File: src/rle_block_decoder_top_macros.svh
// Assertion macros shared by the run-length block decoder modules.
// Needs i_clk and i_rst_n in scope at the point of use.
`ifndef RLE_BLOCK_DECODER_TOP_MACROS_SVH
`define RLE_BLOCK_DECODER_TOP_MACROS_SVH

// Same-cycle implication, off while reset is held
`define RBD_ASSERT_IMP(lbl, a, c, msg) \
    lbl: assert property (@(posedge i_clk) disable iff (!i_rst_n) (a) |-> (c)) \
        else $error(msg);

// Next-cycle implication, off while reset is held
`define RBD_ASSERT_NXT(lbl, a, c, msg) \
    lbl: assert property (@(posedge i_clk) disable iff (!i_rst_n) (a) |=> (c)) \
        else $error(msg);

`endif

File: src/rbd_pkg.sv
// Package for the run-length block decoder: item types, codes, constants.
// No dependencies.
package rbd_pkg;

    localparam int LENGTH_BITS = 24;
    localparam int WORD_BYTES  = 8;
    localparam int RUN_BIAS    = 128;
    localparam int RUN_MIN     = 3;

    typedef enum logic [1:0] {
        K_START = 2'd0,
        K_DATA  = 2'd1,
        K_END   = 2'd2
    } t_kind;

    typedef enum logic [1:0] {
        ST_OK       = 2'd0,
        ST_OVERFLOW = 2'd1,
        ST_TRUNC    = 2'd2,
        ST_SHORT    = 2'd3
    } t_status;

    typedef enum logic [1:0] {
        PH_CTRL = 2'd0,
        PH_RUN  = 2'd1,
        PH_LIT  = 2'd2
    } t_phase;

    typedef struct packed {
        logic [1:0]             kind;
        logic [7:0]             data_byte;
        logic [LENGTH_BITS-1:0] expected_length;
    } t_in_item;

    typedef struct packed {
        logic [8*WORD_BYTES-1:0] word_data;
        logic [3:0]              byte_count;
        logic                    is_status;
        logic [1:0]              status;
        logic                    last_of_item;
    } t_out_item;

    // Work handed from the stream control to the output expander
    typedef struct packed {
        logic       valid;
        logic [7:0] data_byte;
        logic [7:0] len;
        logic       is_status;
        logic [1:0] status;
    } t_load;

endpackage

File: src/rbd_ctrl.sv
// Stream control of the run-length block decoder: phase, counters, status.
// Depends on rbd_pkg.
module rbd_ctrl (
    input  logic              i_clk,
    input  logic              i_rst_n,
    input  logic              i_accept,
    input  rbd_pkg::t_in_item i_item,
    output rbd_pkg::t_load    o_load
);
    import rbd_pkg::*;

    t_phase                 r_phase,    n_phase;
    logic [7:0]             r_lit_left, n_lit_left;
    logic [7:0]             r_run_len,  n_run_len;
    logic [LENGTH_BITS-1:0] r_produced, n_produced;
    logic [LENGTH_BITS-1:0] r_target,   n_target;
    logic                   r_error,    n_error;

    logic [7:0]           w_len;
    logic                 w_is_run;
    logic [LENGTH_BITS:0] w_room;
    logic                 w_over;
    t_status              w_end_status;

    // Control byte decode and room check; a borrow means room is huge
    assign w_is_run = i_item.data_byte[7];
    assign w_len    = w_is_run ? (i_item.data_byte - 8'(RUN_BIAS) + 8'(RUN_MIN))
                               : (i_item.data_byte + 8'd1);
    assign w_room   = {1'b0, r_target} - {1'b0, r_produced};
    assign w_over   = !w_room[LENGTH_BITS] &&
                      ({{(LENGTH_BITS-7){1'b0}}, w_len} > w_room);

    // End-of-stream status
    always_comb begin
        if (r_error) begin
            w_end_status = ST_OVERFLOW;
        end else if (r_phase == PH_RUN || r_phase == PH_LIT) begin
            w_end_status = ST_TRUNC;
        end else if (r_produced != r_target) begin
            w_end_status = ST_SHORT;
        end else begin
            w_end_status = ST_OK;
        end
    end

    // Next state
    always_comb begin
        n_phase    = r_phase;
        n_lit_left = r_lit_left;
        n_run_len  = r_run_len;
        n_produced = r_produced;
        n_target   = r_target;
        n_error    = r_error;
        if (i_accept) begin
            case (i_item.kind)
                K_START, K_END: begin
                    n_phase    = PH_CTRL;
                    n_lit_left = '0;
                    n_run_len  = '0;
                    n_produced = '0;
                    n_error    = 1'b0;
                    n_target   = (i_item.kind == K_START) ? i_item.expected_length : '0;
                end
                K_DATA: begin
                    if (!r_error) begin
                        case (r_phase)
                            PH_RUN: begin
                                n_produced = r_produced
                                           + {{(LENGTH_BITS-8){1'b0}}, r_run_len};
                                n_run_len  = '0;
                                n_phase    = PH_CTRL;
                            end
                            PH_LIT: begin
                                n_produced = r_produced
                                           + {{(LENGTH_BITS-1){1'b0}}, 1'b1};
                                n_lit_left = r_lit_left - 8'd1;
                                if (r_lit_left == 8'd1) begin
                                    n_phase = PH_CTRL;
                                end
                            end
                            default: begin
                                if (w_over) begin
                                    n_error = 1'b1;
                                end else if (w_is_run) begin
                                    n_run_len = w_len;
                                    n_phase   = PH_RUN;
                                end else begin
                                    n_lit_left = w_len;
                                    n_phase    = PH_LIT;
                                end
                            end
                        endcase
                    end
                end
                default: ;
            endcase
        end
    end

    // Work for the output expander
    always_comb begin
        o_load           = '0;
        o_load.data_byte = i_item.data_byte;
        if (i_accept) begin
            case (i_item.kind)
                K_END: begin
                    o_load.valid     = 1'b1;
                    o_load.is_status = 1'b1;
                    o_load.status    = w_end_status;
                end
                K_DATA: begin
                    if (!r_error && r_phase == PH_RUN) begin
                        o_load.valid = 1'b1;
                        o_load.len   = r_run_len;
                    end else if (!r_error && r_phase == PH_LIT) begin
                        o_load.valid = 1'b1;
                        o_load.len   = 8'd1;
                    end
                end
                default: ;
            endcase
        end
    end

    always_ff @(posedge i_clk) begin
        if (!i_rst_n) begin
            r_phase    <= PH_CTRL;
            r_lit_left <= '0;
            r_run_len  <= '0;
            r_produced <= '0;
            r_target   <= '0;
            r_error    <= 1'b0;
        end else begin
            r_phase    <= n_phase;
            r_lit_left <= n_lit_left;
            r_run_len  <= n_run_len;
            r_produced <= n_produced;
            r_target   <= n_target;
            r_error    <= n_error;
        end
    end

`include "rle_block_decoder_top_macros.svh"

    `RBD_ASSERT_IMP(a_run_has_len, r_phase == PH_RUN, r_run_len >= 8'(RUN_MIN), "run phase with short run")
    `RBD_ASSERT_IMP(a_lit_has_left, r_phase == PH_LIT, r_lit_left != 8'd0, "literal phase with none left")
    `RBD_ASSERT_IMP(a_no_excess, !r_error, r_produced <= r_target, "decoded more than expected")

endmodule

File: src/rbd_expand.sv
// Output register of the run-length block decoder: splits runs into words.
// Depends on rbd_pkg.
module rbd_expand (
    input  logic               i_clk,
    input  logic               i_rst_n,
    input  rbd_pkg::t_load     i_load,
    output logic               o_ready,
    output logic               o_valid,
    input  logic               i_stall,
    output rbd_pkg::t_out_item o_item
);
    import rbd_pkg::*;

    logic       r_busy,   n_busy;
    logic [7:0] r_byte,   n_byte;
    logic [7:0] r_left,   n_left;
    logic       r_is_stat, n_is_stat;
    logic [1:0] r_status, n_status;

    logic [3:0] w_chunk;
    logic       w_last;
    logic       w_fire;
    logic       w_finish;

    // Current word: up to a full word of the run byte
    assign w_chunk = r_is_stat ? 4'd0 :
                     (r_left > 8'(WORD_BYTES)) ? 4'(WORD_BYTES) : r_left[3:0];
    assign w_last  = r_is_stat || (r_left <= 8'(WORD_BYTES));
    assign w_fire   = r_busy && !i_stall;
    assign w_finish = w_fire && w_last;
    assign o_ready  = !r_busy || w_finish;
    assign o_valid  = r_busy;

    always_comb begin
        o_item              = '0;
        o_item.byte_count   = w_chunk;
        o_item.is_status    = r_is_stat;
        o_item.status       = r_status;
        o_item.last_of_item = w_last;
        for (int i = 0; i < WORD_BYTES; i++) begin
            if (4'(i) < w_chunk) begin
                o_item.word_data[8*i +: 8] = r_byte;
            end
        end
    end

    // Load new work, step through a run, or drain
    always_comb begin
        n_busy    = r_busy;
        n_byte    = r_byte;
        n_left    = r_left;
        n_is_stat = r_is_stat;
        n_status  = r_status;
        if (i_load.valid) begin
            n_busy    = 1'b1;
            n_byte    = i_load.data_byte;
            n_left    = i_load.len;
            n_is_stat = i_load.is_status;
            n_status  = i_load.status;
        end else if (w_finish) begin
            n_busy = 1'b0;
        end else if (w_fire) begin
            n_left = r_left - {4'd0, w_chunk};
        end
    end

    always_ff @(posedge i_clk) begin
        if (!i_rst_n) begin
            r_busy <= 1'b0;
        end else begin
            r_busy <= n_busy;
        end
    end

    always_ff @(posedge i_clk) begin
        r_byte    <= n_byte;
        r_left    <= n_left;
        r_is_stat <= n_is_stat;
        r_status  <= n_status;
    end

`include "rle_block_decoder_top_macros.svh"

    `RBD_ASSERT_IMP(a_load_when_free, i_load.valid, o_ready, "work loaded over pending results")
    `RBD_ASSERT_IMP(a_data_nonempty, r_busy && !r_is_stat, w_chunk != 4'd0, "data item with no bytes")
    `RBD_ASSERT_NXT(a_run_steps, w_fire && !w_last, r_busy && r_left > 8'd0, "run ended early")
    `RBD_ASSERT_NXT(a_hold_stalled, r_busy && i_stall, r_busy && $stable(r_left), "stalled run moved")

endmodule

File: src/rle_block_decoder_top.sv
// Results of an item appear in the cycle after it is accepted. One item per cycle
// is taken unless stalled; a run gives ceil(length/8) results, one per unstalled
// cycle from the output register, and the input is held until the last is taken.
// Items that give no result also wait while earlier results are still pending.
// Reset (i_rst_n low, synchronous) clears the stream state and empties the output.
// Top level: rbd_ctrl for stream state, rbd_expand for the output register.
module rle_block_decoder_top (
    input  logic               i_clk,
    input  logic               i_rst_n,
    input  logic               i_in_valid,
    output logic               o_in_stall,
    input  rbd_pkg::t_in_item  i_in_item,
    output logic               o_out_valid,
    input  logic               i_out_stall,
    output rbd_pkg::t_out_item o_out_item
);
    import rbd_pkg::*;

    t_load w_load;
    logic  w_ready;
    logic  w_accept;

    // Take an item whenever the output register is free or finishing
    assign o_in_stall = !w_ready;
    assign w_accept   = i_in_valid && w_ready;

    rbd_ctrl u_ctrl (
        .i_clk    (i_clk),
        .i_rst_n  (i_rst_n),
        .i_accept (w_accept),
        .i_item   (i_in_item),
        .o_load   (w_load)
    );

    rbd_expand u_expand (
        .i_clk   (i_clk),
        .i_rst_n (i_rst_n),
        .i_load  (w_load),
        .o_ready (w_ready),
        .o_valid (o_out_valid),
        .i_stall (i_out_stall),
        .o_item  (o_out_item)
    );

endmodule
File: config.mk
export PLATFORM = sky130hd
export DESIGN_NAME = rle_block_decoder_top
export DESIGN_NICKNAME = d
export VERILOG_FILES = /design/src/rbd_pkg.sv /design/src/rbd_ctrl.sv /design/src/rbd_expand.sv /design/src/rle_block_decoder_top.sv
export VERILOG_INCLUDE_DIRS = /design/src /design/src/src
export SDC_FILE = /design/constraint.sdc
export NUM_CORES = 1
export LEC_CHECK = 0
export BUFFER_PORTS_ARGS = -buffer_cell sky130_fd_sc_hd__buf_2
export CORE_MARGIN = 2
export CORE_UTILIZATION = 58
export CTS_CLUSTER_DIAMETER = 40
export DETAILED_ROUTE_END_ITERATION = 16
export PLACE_DENSITY_LB_ADDON = 0.15
export SYNTH_ARGS = -nofsm -noshare
export SYNTH_HDL_FRONTEND = slang
export SYNTH_SLANG_ARGS = --single-unit
File: constraint.sdc
create_clock -name i_clk -period 6.4 [get_ports i_clk]
set_input_delay 1.92 -clock i_clk [delete_from_list [all_inputs] [get_ports i_clk]]
set_output_delay 1.92 -clock i_clk [all_outputs]
set_load 0.1 [all_outputs]
==> results of run 1 <==
## registers in the layout, summed over array words and instances, names as in the netlist
register and flops:
u_ctrl.r_produced 24, u_ctrl.r_target 24, u_ctrl.r_lit_left 8, u_ctrl.r_run_len 8, u_expand.r_byte 8, u_expand.r_left 8, u_ctrl.r_phase 2, u_expand.r_status 2
u_ctrl.r_error 1, u_expand.o_valid 1, u_expand.r_is_stat 1
## cell usage after synthesis (12+ instances only)
cell type  count
and2_1        30
clkbuf_1      25
edfxtp_1      19
nor2b_1       45
nor2_1        79
o21ai_0       34
a21oi_1       37
nand2_1       78
nand4_1       19
inv_1         62
dfxtp_1       68
nand3_1       28
xor2_1        15
a21boi_0      12
ha_1          53
xnor2_1       34
nor3_1        13
a22oi_1       26
## cell families after synthesis
family / count (synthesis) / synth area share [%]
flops: 87 / 28.6
xor+xnor: 49 / 6.36
simple gates: 355 / 27.4
buf+inv: 99 / 6.03
fa+ha+maj: 57 / 10.9
compound gates: 187 / 19.4
mux: 9 / 1.34
## cell type report
cell class                      instances  area [µm²]  share of cell area, %
Clock buffer                           10         250                   3.27
Clock inverter                          6        42.5                  0.556
Inverter                               62         233                   3.04
Multi-Input combinational cell        657        4420                   57.9
Sequential cell                        87        1930                   25.3
Tap cell                              143         179                   2.34
Timing Repair Buffer                  115         586                   7.66
## metal layers
layer	share of wire (%)	up-vias	GRT usage [%]	routed length, µm
met5	0	-	0	0
met4	3.6	0	14.0	652
li1	-	3139	-	-
met2	50	202	52.6	9070
met3	4.5	42	3.16	818
met1	42	2980	34.8	7600
## per-stage QoR
step / instances / hold slack (ns) / util, % / area [µm²]
floorplan: 843 / 0.447 / - / 6760
global placement: 1064 / 0.466 / 64.7 / 7350
detailed placement: 1064 / 0.479 / 64.7 / 7350
CTS: 1080 / 0.489 / 67.2 / 7650
global route: 1080 / 0.509 / 67.2 / 7650
finish: 1080 / 0.484 / 67.2 / 7650
## power by group
part | switching (W) | total (W) | leakage [nW] | internal (W)
Sequential | 0.0000150 | 0.000590 | 0.723 | 0.000575
Clock | 0.000232 | 0.000519 | 0.140 | 0.000287
Combinational | 0.000284 | 0.000435 | 2.55 | 0.000151
## worst max-delay path by stage
| stage | endpoint | cells past startpoint |
|---|---|---|
| floorplan | o_out_item[56] | 4 |
| global placement | u_ctrl.r_lit_left[4] | 16 |
| detailed placement | u_ctrl.r_lit_left[2] | 16 |
| CTS | u_ctrl.r_lit_left[6] | 16 |
| global route | u_ctrl.r_lit_left[6] | 18 |
| finish | u_ctrl.r_lit_left[6] | 16 |
## worst max-delay path: stages
cell and delay, ns:
buf_2 0.15, ha_1 0.20, o21ai_0 0.33, nor2_1 0.10, xnor2_1 0.38, ha_1 0.25, a22o_1 0.15, nor4_1 0.05
a311o_1 0.37, nor3_2 0.15, o2111ai_1 0.14, or4b_1 0.53, or4_4 0.44, o311ai_4 0.28, nor3_2 0.13, a221o_1 0.34
==> out/qor.yml, run 1 <==
insertion_delay_ns: 0.35
maxCapViolCount: 0
clk_pin_slew_ns: 0.06
start_util_pct: 59.3
syn-cell-area_mm2: 0.00675
htree_levels: 3
synthCells: 843
r2r_slack_ns: 1.74
clockBufferDepth: 2
power_density_mw_per_mm2: 202
min_path_cells: 2
synth.distinct_cells: 70
drt_first_pass_iters: 5
wl_um: 18100
tns_ns: 0
arrival_ns: 5.91
finalMaxSlewViolations: 0
cts_buffers: 9
critPathKind: "in2reg"
r2r_cells: 18
n_fill_cell: 1009
syn_nets: 937
cts_hold_buffers: 0
hp-class: "reg2reg"
fmax_mhz: 176
timing.slew.headroom_pct: 25.5
die_h_um: 112
die_w_um: 112
period_minus_slack_ns: 5.67
yosysSeqAreaShare_pct: 28.6
hold_violations: 0
antenna_found_initial: 0
r2r-start: "u_ctrl.r_target[0]"
first_iter_violations: 403
async_flop_share_pct: 0
run_status: "completed"
cts_tree: "built"
vias_per_cell: 5.89
post_cts_buffers: 0
grt_usage_pct: 29.3
fin_total_pwr_w: 0.00154
finalCritPeriodShare_pct: 88.7
finalWorstSetupSlack_ns: 0.725
whs_endpoint: "u_ctrl.r_run_len[0]"
drtAntennaViolNets: 0
nNetsFinal: 1026
drive_above_1_share_pct: 16.0
ctsResizeCount: 0
yosys-top-cells-area: "dfxtp_1, ha_1, edfxtp_1"
synth_enable_flop_cells: 19
grt_overflow_total: 0
r2r_end: "u_ctrl.r_lit_left[6]"
endpoint_kind: "flop"
clock_skew_ns: 0.00523
synthFlopType: "dfxtp_1"
coreArea_mm2: 0.0114
diodes: 0
finalSetupViolCount: 0
post-dp-hpwl_um: 14200
wl_per_cell_um: 16.8
fp-row-count: 39
cts_sinks: 87
via_count: 6363
required_ns: 6.63
yosysTopAreaCell: "dfxtp_1"
ys_warn_count: 0
synth_seq_cells: 87
dp_slack_ns: 0.370
synth_top_area_share_pct: 20.2
ir_drop_v: 0.000125
area_delta_synth_final_pct: 13.3
die-area_mm2: 0.0125
cp_max_fo: 7
startpoint_type: "input port"
grt_max_degree: 51
place_congestion: 0.914
leakagePower_nw: 3.41
layout_common_cells: "buf_2, nor2_1, nand2_1"
layout_commonest_cell: "buf_2"
min_from: "u_ctrl.r_run_len[0]"
rsz0062_at_grt: "no"
synth_area_per_cell_um2: 8.00
grt_pass1_vias: 6190
crit_start: "i_in_item[24]"
tightest_slew_ns: 1.11
grt_pass1_wl_um: 30000
port_buffers: 111
drcViolationCount: 0
cts_root_buffer: "clkbuf_16"
top_level_ports: 112
No activity file was read; power rests on OpenSTA's default activity.
==> run 2, diff against run 1 <==
Settings changed: SYNTH_HIERARCHICAL from default to 1.
==> out/qor.yml, run 2 <==
coreArea_mm2: 0.0116  # +1.7%
yosysSeqAreaShare_pct: 27.8  # -0.81 points
rsz0062_at_grt: "no"
arrival_ns: 5.90  # about the same
wl_um: 18500  # +1.8%
run_status: "completed"
tns_ns: 0  # unchanged
via_count: 6710  # +5.5%
die-area_mm2: 0.0129  # +2.8%
synth.distinct_cells: 77  # +10%
synth_seq_cells: 87  # unchanged
critPathKind: "in2reg"
cts_buffers: 9  # unchanged
grt_usage_pct: 28.4  # -0.82 points
synthFlopType: "dfxtp_1"
ys_warn_count: 6  # +6
hold_violations: 0  # unchanged
largestRegisters: "u_ctrl/r_produced: 24 flops, u_ctrl/r_target: 24 flops"
fmax_mhz: 176  # +0.13%
yosysMostFrequentCell: "nor2_1"
cts_hold_buffers: 0  # unchanged
layout_commonest_cell: "buf_2"
finalSetupViolCount: 0  # unchanged
dp_slack_ns: 0.433  # +0.0629 ns
yosys-top-cells-area: "dfxtp_1, ha_1, edfxtp_1"
timing.slew.headroom_pct: 18.2  # -7.3 points
finalCritPeriodShare_pct: 88.6  # -0.12 points
hp-class: "reg2reg"
drt_first_pass_iters: 5  # unchanged
maxCapViolCount: 0  # unchanged
first_iter_violations: 435  # +7.9%
crit_slowest_cell: "o41ai_2"
wl_per_cell_um: 16.6  # -0.93%
tightest_slew_ns: 1.21  # +0.107 ns
endpoint_kind: "flop"
clock_skew_ns: 0.00838  # +0.00315 ns
cts_tree: "built"
synthCells: 884  # +4.9%
async_flop_share_pct: 0  # unchanged
crit_path_max_incr_delay_ns: 0.98  # +0.45 ns
grt_overflow_total: 0  # unchanged
period_minus_slack_ns: 5.67  # -0.00748 ns
cp_max_fo: 16  # +9
nNetsFinal: 1056  # +2.9%
drcViolationCount: 0  # unchanged
insertion_delay_ns: 0.34  # about the same
synth_top_area_share_pct: 19.6  # -0.57 points
syn_nets: 978  # +4.4%
htree_levels: 3  # unchanged
post-dp-hpwl_um: 14100  # -0.63%
place_congestion: 0.947  # +3.6%
start_util_pct: 60.0  # +0.70 points
startpoint_type: "input port"
top_level_ports: 112  # unchanged
yosysTopAreaCell: "dfxtp_1"
finalWorstSetupSlack_ns: 0.733  # +0.00748 ns
die_h_um: 113  # +1.4%
die_w_um: 113  # +1.4%
required_ns: 6.63  # about the same
cts_root_buffer: "clkbuf_16"
syn-cell-area_mm2: 0.00694  # +2.9%
grt_pass1_wl_um: 29500  # -1.4%
n_fill_cell: 1015  # +0.59%
vias_per_cell: 6.05  # +2.6%
clk_pin_slew_ns: 0.06  # about the same
area_delta_synth_final_pct: 12.6
synth_enable_flop_cells: 19  # unchanged
drtAntennaViolNets: 0  # unchanged
finalMaxSlewViolations: 0  # unchanged
post_cts_buffers: 0  # unchanged
grt_max_degree: 50  # -2.0%
leakagePower_nw: 3.40  # -0.49%
clockBufferDepth: 2  # unchanged
grt_pass1_vias: 5933  # -4.2%
fp-row-count: 39  # unchanged
synth_area_per_cell_um2: 7.86  # -1.9%
cts_sinks: 87  # unchanged
ir_drop_v: 0.000129  # +3.2%
antenna_found_initial: 1  # +1
port_buffers: 111  # unchanged
layout_common_cells: "buf_2, nor2_1, nand2_1"
power_density_mw_per_mm2: 201  # -0.31%
path_cells: "buf_2 -> inv_1 -> ha_1 -> nand2_1 -> o21ai_0 -> nor2_1 -> xnor2_1 -> ha_1 -> a21o_1 -> a21oi_1 -> o21ai_0 -> o31ai_1 -> a2111oi_4 -> nand4_2 -> nor4_4 -> o41ai_2 -> nor2_1 -> a31o_2"
r2r_slack_ns: 1.84  # +0.10 ns
synth_commonest_cells: "nor2_1, nand2_1, dfxtp_1"
drive_above_1_share_pct: 17.2  # +1.2 points
ctsResizeCount: 0  # unchanged
## run 2: changes by cell type after synthesis, sizes merged, moves of 6 or more
cell / change
a21boi: -6
a21oi: +10
a221o: -6
and2: -8
and3: -6
buf: +13
inv: -9
nand2b: +6
nor2: +31
nor3b: -8
o21ai: +19
## run 2: worst paths after layout
check	startpoint	to	cells after the start
worst max-delay path	i_in_item[24]	u_ctrl/r_run_len[0]	18
worst min-delay path	u_ctrl/r_run_len[3]	u_ctrl/r_run_len[3]	2
worst max register to register	u_ctrl/r_target[0]	u_ctrl/r_run_len[0]	18
worst min register to register	u_ctrl/r_run_len[3]	u_ctrl/r_run_len[3]	2
## run 2: kinds of logic (layout without fill, tap and decap cells)
group           after synthesis  after routing  share of synthesized area, %
compound gates              227            227                          22.4
buf+inv                     103            185                          6.59
mux                           6              6                         0.901
fa+ha+maj                    56             56                          10.4
other cells                   0              1                             0
xor+xnor                     44             44                          5.55
flops                        87             87                          27.8
simple gates                361            361                          26.3
## run 2: critical path: cells and delay by family
kind / cells / cell delay [ns]
simple gates: 5 / 0.60
xor+xnor: 1 / 0.20
buf+inv: 2 / 0.30
fa+ha+maj: 2 / 0.52
compound gates: 8 / 2.36
## run 2: final cells by class
| type | instances | area [µm²] | share of cell area (%) |
|---|---|---|---|
| Clock buffer | 12 | 256 | 3.28 |
| Inverter | 53 | 199 | 2.54 |
| Sequential cell | 87 | 1930 | 24.7 |
| Tap cell | 143 | 179 | 2.29 |
| Timing Repair Buffer | 117 | 601 | 7.68 |
| Clock inverter | 3 | 90.1 | 1.15 |
| Multi-Input combinational cell | 694 | 4560 | 58.3 |
| Antenna cell | 1 | 2.50 | 0.0320 |
## run 2: power by group
group          total, W  internal [W]  switching [W]
Clock          0.000608      0.000401       0.000207
Sequential     0.000580      0.000572     0.00000890
Combinational  0.000385      0.000128       0.000257
## run 2: per-stage QoR
stage | total power (W) | hold WS, ns | utilization, % | area [µm²] | std cells
3_3_place_gp | 0.000968 | 0.457 | 64.6 | 7470 | 1094
3_5_place_dp | 0.000972 | 0.463 | 64.6 | 7470 | 1094
4_1_cts | 0.00158 | 0.473 | 67.6 | 7820 | 1109
6_report | 0.00157 | 0.476 | 67.6 | 7820 | 1110
2_1_floorplan | 0.000894 | 0.432 | - | 6940 | 884
5_1_grt | 0.00164 | 0.488 | 67.6 | 7820 | 1110
## run 2: per-layer routing
| layer | vias up | track usage (%) | share of wire, % |
|---|---|---|---|
| li1 | 3284 | - | - |
| met3 | 47 | 4.36 | 6.5 |
| met5 | - | 0 | 0 |
| met2 | 272 | 47.2 | 46 |
| met4 | 0 | 12.6 | 3.9 |
| met1 | 3107 | 36.8 | 44 |
==> run 3, diff against run 2 <==
==> constraint.sdc (replaced) <==
create_clock -name i_clk -period 6.4 [get_ports i_clk]
set_input_delay 0.96 -clock i_clk [delete_from_list [all_inputs] [get_ports i_clk]]
set_output_delay 0.96 -clock i_clk [all_outputs]
set_load 0.1 [all_outputs]
==> out/qor.yml, run 3 (synthesis results as in run 2) <==
wl_um: 18700  # +1.4%
tightest_slew_ns: 1.16  # -0.0575 ns
period_minus_slack_ns: 4.47  # -1.19 ns
intPower_w: 0.00101  # -8.5%
antenna_found_initial: 2  # +1
post-dp-hpwl_um: 14000  # -0.60%
grt_max_degree: 50  # unchanged
finalCritPeriodShare_pct: 69.9  # -19 points
maxCapViolCount: 0  # unchanged
drtAntennaViolNets: 0  # unchanged
fp-row-count: 39  # unchanged
finalSetupViolCount: 0  # unchanged
grt_usage_pct: 29.1  # +0.62 points
arrival_ns: 4.70  # -1.20 ns
pwr-share-seq_pct: 38.8  # +1.9 points
start_util_pct: 60.0  # unchanged
timing.slew.headroom_pct: 23.0  # +4.7 points
leakagePower_nw: 3.36  # -1.2%
place_area_mm2: 0.00745  # -0.25%
clock_skew_ns: 0.00427  # -0.00410 ns
power_density_mw_per_mm2: 193  # -4.2%
critPathKind: "reg2reg"
hp-class: "reg2reg"
cts_hold_buffers: 0  # unchanged
drcViolationCount: 0  # unchanged
vias_per_cell: 6.06  # +0.22%
grt_pass1_wl_um: 30100  # +1.8%
cp_max_fo: 13  # -3
die_w_um: 113  # unchanged
layout_common_cells: "buf_2, nor2_1, nand2_1"
clockBufferDepth: 2  # unchanged
p_sw_w: 0.000489  # +3.4%
wl_per_cell_um: 16.9  # +1.4%
required_ns: 6.63  # about the same
first_iter_violations: 565  # +30%
endpoint_kind: "flop"
r2r_slack_ns: 1.93  # +0.09 ns
coreArea_mm2: 0.0116  # unchanged
cts_tree: "built"
fmax_mhz: 224  # +27%
drt_first_pass_iters: 5  # unchanged
ir_drop_v: 0.000101  # -22%
cts_root_buffer: "clkbuf_16"
finalMaxSlewViolations: 0  # unchanged
grt_overflow_total: 0  # unchanged
grt_pass1_vias: 6037  # +1.8%
via_count: 6725  # +0.22%
rsz0062_at_grt: "no"
die-area_mm2: 0.0129  # unchanged
power_switching_share_pct: 32.7  # +2.6 points
clk_pin_slew_ns: 0.06  # about the same
cts_buffers: 9  # unchanged
drive_above_1_share_pct: 17.0  # -0.19 points
insertion_delay_ns: 0.34  # about the same
port_buffers: 111  # unchanged
nNetsFinal: 1054  # -0.19%
pwr-share-clk_pct: 35.3  # -3.3 points
largestRegisters: "u_ctrl/r_produced: 24 flops, u_ctrl/r_target: 24 flops"
place_congestion: 0.924  # -2.4%
ctsResizeCount: 0  # unchanged
hold_violations: 0  # unchanged
layout_commonest_cell: "buf_2"
whs_ns: 0.475  # -0.000428 ns
top_level_ports: 112  # unchanged
tns_ns: 0  # unchanged
die_h_um: 113  # unchanged
combPwrFrac_pct: 25.9  # +1.4 points
area_delta_synth_final_pct: 11.8
startpoint_type: "flop"
run_status: "completed"
post_cts_buffers: 0  # unchanged
final_area_mm2: 0.00776  # -0.75%
cts_sinks: 87  # unchanged
htree_levels: 3  # unchanged
run 3: path summary, 6_finish.rpt:
| path | start | to | cells after the start |
|---|---|---|---|
| setup / recovery | u_expand/r_left[7] | u_ctrl/r_produced[23] | 12 |
| hold / removal | u_ctrl/r_run_len[3] | u_ctrl/r_run_len[3] | 2 |
| setup reg to reg | u_expand/r_left[7] | u_ctrl/r_produced[23] | 12 |
| hold reg to reg | u_ctrl/r_run_len[3] | u_ctrl/r_run_len[3] | 2 |
run 3: power by group through the flow:
stage	Clock [W]	Combinational [W]	Sequential (W)
floorplan	0	0.000301	0.000593
global placement	0	0.000378	0.000592
detailed placement	0	0.000379	0.000592
CTS	0.000533	0.000382	0.000580
global route	0.000554	0.000418	0.000581
finish	0.000528	0.000388	0.000580
run 3: stage by stage:
stage | worst slack [ns] | cells | util (%) | power (W)
3_3_place_gp | 1.92 | 1092 | 64.4 | 0.000970
4_1_cts | 2.01 | 1108 | 67.1 | 0.00150
6_report | 1.93 | 1110 | 67.1 | 0.00150
2_1_floorplan | 1.54 | 884 | - | 0.000894
3_5_place_dp | 1.82 | 1092 | 64.4 | 0.000971
5_1_grt | 1.47 | 1110 | 67.1 | 0.00155
run 3: cell type report:
class	count	area (µm²)
multi-input cells	694	4560
diodes	2	5.00
clock inverters	4	26.3
repair buffers	115	586
inverters	53	199
flip-flops and latches	87	1930
fillers	983	3800
clock buffers	12	278
well taps	143	179
run 3: critical path: stages (launching register included):
cell and delay, ns:
edfxtp_1 0.44, nor4_1 0.62, a21oi_1 0.24, o21ai_0 0.37
and2_1 0.43, o21ai_2 0.27, a21o_1 0.37, a211oi_1 0.28
a21oi_1 0.15, nor3b_1 0.71, nand3_1 0.22, xnor2_1 0.19
nor2_1 0.05
run 3: routing by layer:
layer / track usage [%] / vias to the layer above / part of all wire (%)
li1: - / 3285 / -
met1: 37.1 / 3090 / 43
met2: 49.7 / 313 / 47
met3: 3.93 / 37 / 8.0
met4: 11.9 / 0 / 2.5
met5: 0 / - / 0
